$ cat src/rtl/scwe_pkg.sv
// Shared types and constants for the SPI checksummed word exchange.
`timescale 1ns / 1ps
`default_nettype none

package scwe_pkg;

  localparam int unsigned AddrWidth = 3;
  localparam int unsigned DataWidth = 32;

  localparam logic [7:0] HeaderReset  = 8'hA5;
  localparam logic [7:0] PrepareReset = 8'h5A;

  // Command codes carried in the cmd field
  localparam logic CmdStart = 1'b0;
  localparam logic CmdByte  = 1'b1;

  // Register indexes (paddr bit 2)
  localparam logic RegHeader  = 1'b0;
  localparam logic RegPrepare = 1'b1;

  typedef enum logic [5:0] {
    PH_IDLE = 6'b000001,
    PH_PREP = 6'b000010,
    PH_HDR  = 6'b000100,
    PH_HI   = 6'b001000,
    PH_LO   = 6'b010000,
    PH_SUM  = 6'b100000
  } phase_e;

  typedef struct packed {
    logic [7:0] header;
    logic [7:0] prepare;
  } cfg_t;

  typedef struct packed {
    logic        cmd;
    logic [15:0] send_word;
    logic [7:0]  rx_byte;
  } item_t;

  typedef struct packed {
    logic [7:0]  tx_byte;
    logic        tx_valid;
    logic        select_active;
    logic        done_res;
    logic        frame_ok;
    logic [15:0] received_word;
  } res_t;

endpackage

`default_nettype wire

$ cat src/rtl/scwe_regs.sv
// APB register file holding the frame header and prepare bytes.
`timescale 1ns / 1ps
`default_nettype none

module scwe_regs (
  input  wire logic                           clk_i,
  input  wire logic                           rst_ni,
  input  wire logic                           psel,
  input  wire logic                           penable,
  input  wire logic                           pwrite,
  input  wire logic [scwe_pkg::AddrWidth-1:0] paddr,
  input  wire logic [scwe_pkg::DataWidth-1:0] pwdata,
  output logic      [scwe_pkg::DataWidth-1:0] prdata,
  output logic                                pready,
  output scwe_pkg::cfg_t                      cfg_o
);

  scwe_pkg::cfg_t cfg_q, cfg_d;
  logic           wr_en;
  logic           reg_sel;

  assign pready  = 1'b1;
  assign wr_en   = psel & penable & pwrite;
  assign reg_sel = paddr[2];

  always_comb begin
    cfg_d = cfg_q;
    if (wr_en) begin
      case (reg_sel)
        scwe_pkg::RegHeader:  cfg_d.header  = pwdata[7:0];
        scwe_pkg::RegPrepare: cfg_d.prepare = pwdata[7:0];
        default: cfg_d = cfg_q;
      endcase
    end
  end

  always_ff @(posedge clk_i or negedge rst_ni) begin
    if (!rst_ni) begin
      cfg_q.header  <= scwe_pkg::HeaderReset;
      cfg_q.prepare <= scwe_pkg::PrepareReset;
    end else begin
      cfg_q <= cfg_d;
    end
  end

  always_comb begin
    prdata = '0;
    case (reg_sel)
      scwe_pkg::RegHeader:  prdata[7:0] = cfg_q.header;
      scwe_pkg::RegPrepare: prdata[7:0] = cfg_q.prepare;
      default: prdata = '0;
    endcase
  end

  assign cfg_o = cfg_q;

endmodule

`default_nettype wire

$ cat src/rtl/scwe_frame_ctrl.sv
// Exchange sequencer: phase tracking, byte selection and reply check.
`timescale 1ns / 1ps
`default_nettype none

module scwe_frame_ctrl (
  input  wire logic            clk_i,
  input  wire logic            rst_ni,
  input  wire logic            step_i,    // consume one item this cycle
  input  wire scwe_pkg::item_t item_i,
  input  wire scwe_pkg::cfg_t  cfg_i,
  output logic                 res_valid_o,
  output scwe_pkg::res_t       res_o
);

  scwe_pkg::phase_e phase_q, phase_d;
  logic [15:0]      word_q, word_d;
  logic [7:0]       reply_q [3];
  logic [7:0]       reply_d [3];
  logic [15:0]      held_q, held_d;
  logic             busy;
  logic [7:0]       hi_byte, lo_byte, expect_sum;
  logic             ok;

  assign hi_byte    = word_q[15:8];
  assign lo_byte    = word_q[7:0];
  assign expect_sum = reply_q[0] ^ reply_q[1] ^ reply_q[2];
  assign ok         = (reply_q[0] == cfg_i.header) && (item_i.rx_byte == expect_sum);

  always_comb begin
    case (phase_q)
      scwe_pkg::PH_PREP, scwe_pkg::PH_HDR, scwe_pkg::PH_HI,
      scwe_pkg::PH_LO, scwe_pkg::PH_SUM: busy = 1'b1;
      default: busy = 1'b0;
    endcase
  end

  always_comb begin
    phase_d     = phase_q;
    word_d      = word_q;
    reply_d     = reply_q;
    held_d      = held_q;
    res_valid_o = 1'b0;
    res_o       = '0;
    if (step_i) begin
      if (item_i.cmd == scwe_pkg::CmdStart) begin
        if (!busy) begin
          word_d              = item_i.send_word;
          phase_d             = scwe_pkg::PH_PREP;
          res_valid_o         = 1'b1;
          res_o.tx_byte       = cfg_i.prepare;
          res_o.tx_valid      = 1'b1;
          res_o.select_active = 1'b1;
        end
      end else if (busy) begin
        res_valid_o         = 1'b1;
        res_o.tx_valid      = 1'b1;
        res_o.select_active = 1'b1;
        case (phase_q)
          scwe_pkg::PH_PREP: begin
            phase_d       = scwe_pkg::PH_HDR;
            res_o.tx_byte = cfg_i.header;
          end
          scwe_pkg::PH_HDR: begin
            reply_d[0]    = item_i.rx_byte;
            phase_d       = scwe_pkg::PH_HI;
            res_o.tx_byte = hi_byte;
          end
          scwe_pkg::PH_HI: begin
            reply_d[1]    = item_i.rx_byte;
            phase_d       = scwe_pkg::PH_LO;
            res_o.tx_byte = lo_byte;
          end
          scwe_pkg::PH_LO: begin
            reply_d[2]    = item_i.rx_byte;
            phase_d       = scwe_pkg::PH_SUM;
            res_o.tx_byte = cfg_i.header ^ hi_byte ^ lo_byte;
          end
          default: begin
            // checksum beat ends the exchange
            if (ok) begin
              held_d = {reply_q[1], reply_q[2]};
            end
            phase_d             = scwe_pkg::PH_IDLE;
            res_o.tx_valid      = 1'b0;
            res_o.select_active = 1'b0;
            res_o.done_res      = 1'b1;
            res_o.frame_ok      = ok;
          end
        endcase
      end
    end
    res_o.received_word = held_d;
  end

  always_ff @(posedge clk_i or negedge rst_ni) begin
    if (!rst_ni) begin
      phase_q <= scwe_pkg::PH_IDLE;
      word_q  <= '0;
      held_q  <= '0;
    end else begin
      phase_q <= phase_d;
      word_q  <= word_d;
      held_q  <= held_d;
    end
  end

  // reply bytes are always written before they are read
  always_ff @(posedge clk_i) begin
    reply_q <= reply_d;
  end

endmodule

`default_nettype wire

$ cat src/rtl/spi_checksummed_word_exchange.sv
// Top level of the SPI checksummed word exchange: channels, pipeline registers.
`timescale 1ns / 1ps
`default_nettype none

// SPI master sequencer for a framed 16-bit word exchange. A start beat
// (cmd 0) asks for the prepare byte; each byte-done beat (cmd 1) asks for the
// header, high byte, low byte and XOR checksum in turn, and the fifth byte-done
// beat ends the exchange with done_res and frame_ok. Starts while busy and
// byte-done beats while idle are dropped without a result. A beat is taken
// into an input register, then goes through one level of sequencer logic into
// the result register, one beat per cycle sustained while out_ready_i allows.
// The input register advances whenever the result register is empty or being
// drained, so throughput is set only by out_ready_i. The header and prepare
// bytes sit at APB addresses 0x0 and 0x4; write them only while no exchange
// is in progress.
module spi_checksummed_word_exchange (
  input  wire logic                           clk_i,
  input  wire logic                           rst_ni,
  // input channel
  input  wire logic                           in_valid_i,
  output logic                                in_ready_o,
  input  wire logic                           cmd_i,
  input  wire logic [15:0]                    send_word_i,
  input  wire logic [7:0]                     rx_byte_i,
  // result channel
  output logic                                out_valid_o,
  input  wire logic                           out_ready_i,
  output logic      [7:0]                     tx_byte_o,
  output logic                                tx_valid_o,
  output logic                                select_active_o,
  output logic                                done_res_o,
  output logic                                frame_ok_o,
  output logic      [15:0]                    received_word_o,
  // configuration
  input  wire logic                           psel,
  input  wire logic                           penable,
  input  wire logic                           pwrite,
  input  wire logic [scwe_pkg::AddrWidth-1:0] paddr,
  input  wire logic [scwe_pkg::DataWidth-1:0] pwdata,
  output logic      [scwe_pkg::DataWidth-1:0] prdata,
  output logic                                pready
);

  scwe_pkg::cfg_t  cfg;
  scwe_pkg::item_t item_q;
  logic            item_vld_q;
  logic            step;
  logic            res_vld;
  scwe_pkg::res_t  res;
  scwe_pkg::res_t  out_q;
  logic            out_vld_q;
  logic            out_free;

  scwe_regs u_regs (
    .clk_i   (clk_i),
    .rst_ni  (rst_ni),
    .psel    (psel),
    .penable (penable),
    .pwrite  (pwrite),
    .paddr   (paddr),
    .pwdata  (pwdata),
    .prdata  (prdata),
    .pready  (pready),
    .cfg_o   (cfg)
  );

  assign out_free   = !out_vld_q || out_ready_i;
  assign step       = item_vld_q && out_free;
  assign in_ready_o = !item_vld_q || out_free;

  always_ff @(posedge clk_i or negedge rst_ni) begin
    if (!rst_ni) begin
      item_vld_q <= 1'b0;
    end else if (in_ready_o) begin
      item_vld_q <= in_valid_i;
    end
  end

  always_ff @(posedge clk_i) begin
    if (in_valid_i && in_ready_o) begin
      item_q.cmd       <= cmd_i;
      item_q.send_word <= send_word_i;
      item_q.rx_byte   <= rx_byte_i;
    end
  end

  scwe_frame_ctrl u_ctrl (
    .clk_i       (clk_i),
    .rst_ni      (rst_ni),
    .step_i      (step),
    .item_i      (item_q),
    .cfg_i       (cfg),
    .res_valid_o (res_vld),
    .res_o       (res)
  );

  always_ff @(posedge clk_i or negedge rst_ni) begin
    if (!rst_ni) begin
      out_vld_q <= 1'b0;
    end else if (out_free) begin
      out_vld_q <= res_vld;
    end
  end

  always_ff @(posedge clk_i) begin
    if (out_free && res_vld) begin
      out_q <= res;
    end
  end

  assign out_valid_o     = out_vld_q;
  assign tx_byte_o       = out_q.tx_byte;
  assign tx_valid_o      = out_q.tx_valid;
  assign select_active_o = out_q.select_active;
  assign done_res_o      = out_q.done_res;
  assign frame_ok_o      = out_q.frame_ok;
  assign received_word_o = out_q.received_word;

endmodule

`default_nettype wire
$ cat config.mk
export PLATFORM = sky130hd
export DESIGN_NAME = spi_checksummed_word_exchange
export DESIGN_NICKNAME = d
export VERILOG_FILES = /design/src/rtl/scwe_pkg.sv /design/src/rtl/scwe_regs.sv /design/src/rtl/scwe_frame_ctrl.sv /design/src/rtl/spi_checksummed_word_exchange.sv
export SDC_FILE = /design/constraint.sdc
export NUM_CORES = 1
export LEC_CHECK = 0
export ABC_AREA = 1
export BUFFER_PORTS_ARGS = -buffer_cell sky130_fd_sc_hd__buf_2
export CORE_ASPECT_RATIO = 0.9
export CORE_UTILIZATION = 52
export CTS_CLUSTER_SIZE = 30
export DETAILED_ROUTE_END_ITERATION = 10
export PLACE_DENSITY = 0.78
export SYNTH_ARGS = -nofsm -noshare
export SYNTH_HDL_FRONTEND = slang
export SYNTH_SLANG_ARGS = --single-unit
$ cat constraint.sdc
create_clock -name clk_i -period 4.92 [get_ports clk_i]
set_input_delay 1.476 -clock clk_i [delete_from_list [all_inputs] [get_ports clk_i]]
set_output_delay 1.476 -clock clk_i [all_outputs]
set_load 0.005 [all_outputs]
==> out/summary.txt <==
Die Height = 103.3 um
RSZ-0062 raised after global routing = false
share of the core filled with cells = 63.39%
largest net degree at the start of global routing = 33
Setup-failing EPs final = 0
gr usage total = 22.66%
vias in the first global route = 4114
antenna violations before repair = 0
Synth Flop Type = edfxtp_1
die width = 114.5 um
Yosys Warn Count = 0
critical path peak fanout = 18
crit share post-route = 73.67%
Initial Utilization = 54.14%
I/O pin count = 130
Overall Power = 0.003505 W
clk_skew = 9.540 ps
# resized after CTS = 0
clk_lat worst skew = 420 ps
Port Buffer Count = 78
required time of the critical path = 3440 ps
vias per inst = 5.142
status = completed
element type at the critical path start = input pin
Syn-to-layout area delta = 17.08%
Syn Inst Count = 591
relative slew slack = 23.85%
DRC Markers = 0
critical path type = input pin to output port
die area = 11830 sq um
Netlist cell types = 35
Rows = 36
Congestion Overflow GR = 0
fraction of registers with async set/reset = 42.42%
CTS Sinks = 132
Seq/Total Area, Yosys = 62.35%
clock-pin slew on the worst setup and hold paths = 50 ps
maxcap violations = 0
fraction of layout cells with a size suffix above 1 = 22.16%
First-pass DRT Iterations = 4
Placer Congestion = 0.8513
VDD IR-drop max = 0.0003200 V
H-tree levels = 4
power per cell area = 505.2 nW/um^2
cts bufs inserted = 17
Fin. Hold Viols = 0
final instance area = 6938 sq um
HPWL Detailed = 8.656 mm
Nets = 742
Placed Area = 6356 sq um
CP endpoint kind = output port
Worst Max-Slew Pin Slew = 1139 ps
max frequency = 275.9 MHz
number of hold buffers added after cts = 0
Mapped Avg Cell Area = 10.03 sq um
Post-CTS Setup Repair Bufs = 0
top post-synthesis cells by area = edfxtp_1, dfrtp_1, nand2_1
Synth top area share = 38.51%
n_diodes = 0
Post-Synthesis Cell Area = 5926 sq um
Seq cells post-synth = 132
leakage power figure = 3.227 nW
Final ANT Viol Nets = 0
area leader, netlist = edfxtp_1
CTS tree = built
Bufs on Longest Clock Path = 2
Root Buffer = clkbuf_16
Hold WS = 467.3 ps
DR WL/cell = 14.74 um
Fin Setup TNS = 0 ps
Min Clock Period, post-route = 3625 ps
Hold/Removal Path Class = flip-flop to flip-flop
Vias = 4309
WL final = 12.35 mm
drt first-iter violations = 274
number of flops mapped to enable cells by yosys = 76
Worst Path Arrival = 2150 ps
Slew Viols, Final = 0
core footprint = 10950 sq um
first-pass GRT wire length = 19.51 mm
[layer usage]
metal,vias up,GRT usage (%),wire length (um)
li1,2063,-,-
met1,2086,27.06,5173
met2,147,39.53,6277
met3,13,6.585,742
met4,0,8.292,157
met5,-,0,0
[registers in the layout (all words and copies together) (netlist names), 6 cells and up]
name and flops:
u_ctrl.word_q 16, received_word_o 16, item_q 25, u_ctrl.reply_q 24, u_ctrl.held_q 16, u_ctrl.phase_q 6
u_regs.cfg_o 16, tx_byte_o 8
[synth_stat cells, drive strengths merged, types with 9 or more instances]
library cell / count
nand2: 159
nor2: 42
o21ai: 41
o22ai: 10
buf: 31
dfrtp: 47
clkbuf: 9
xnor2: 15
nand3: 21
a21oi: 25
dfstp: 9
edfxtp: 76
nand4: 19
inv: 72
[final timing paths]
kind                                   start               end  slack (ps)  cells past startpoint
setup / recovery                    paddr[2]         prdata[3]        1300                      3
hold / removal              u_ctrl.held_q[3]  u_ctrl.held_q[3]         470                      2
setup reg to reg           u_ctrl.phase_q[0]  u_ctrl.word_q[6]        1660                      9
hold reg to reg             u_ctrl.held_q[3]  u_ctrl.held_q[3]         470                      2
max in group asynchronous             rst_ni   u_regs.cfg_o[6]        2940                      2
min in group asynchronous             rst_ni  u_ctrl.word_q[1]        1080                      1
[metrics by stage]
stage / instances / worst slack (ps)
floorplan: 614 / 1247
global placement: 807 / 1309
detailed placement: 807 / 1327
CTS: 838 / 1326
global route: 838 / 1246
finish: 838 / 1295
[critical path, cell delays in order]
cell and delay (ps):
buf_2 210, o21ai_0 290, buf_2 170
[cells in the final DEF, fill, tap and decap left out, types with 5 or more instances in the layout]
| cell | synthesis | layout |
|---|---|---|
| dfrtp_1 | 47 | 47 |
| clkinv_2 | 0 | 6 |
| conb_1 | 2 | 25 |
| dfstp_2 | 9 | 9 |
| nand2_2 | 9 | 9 |
| inv_2 | 11 | 11 |
| o22ai_1 | 10 | 10 |
| o21ai_0 | 41 | 41 |
| nand2_1 | 150 | 150 |
| nand3_1 | 18 | 18 |
| inv_1 | 61 | 61 |
| nor2_2 | 4 | 5 |
| clkbuf_16 | 0 | 17 |
| buf_2 | 2 | 78 |
| edfxtp_1 | 76 | 76 |
| xnor2_1 | 15 | 15 |
| nor2_1 | 36 | 35 |
| a21oi_1 | 25 | 25 |
| nand4_1 | 19 | 19 |
[area by class of cell]
| type | instances | area, sq um |
|---|---|---|
| multi-input cells | 370 | 1788 |
| inverters | 72 | 270.3 |
| fillers | 895 | 4008 |
| well taps | 152 | 190.2 |
| clock buffers | 20 | 446.7 |
| flip-flops and latches | 132 | 3695 |
| clock inverters | 11 | 135.1 |
| repair buffers | 81 | 412.9 |
[power by group]
group | internal [W] | switching (W) | total [W]
registers | 0.00143 | 0.000115 | 0.00154
clock network | 0.000799 | 0.000438 | 0.00124
logic | 0.000257 | 0.000468 | 0.000725
total | 0.00249 | 0.00102 | 0.00351
[kinds of logic (layout without fill, tap and decap cells)]
family	Yosys count	after routing	share of synthesized area, %
AOI/OAI and AO/OA	77	77	6.757
xor gates and xnor gates	17	17	2.513
adders and majority gates	1	1	0.2111
buffers and inverters	112	184	8.974
DFF	132	132	62.35
muxes	1	1	0.1900
other	2	25	0.1267
and+or+nand+nor	249	249	18.88
No activity file was read; power rests on OpenSTA's default activity.
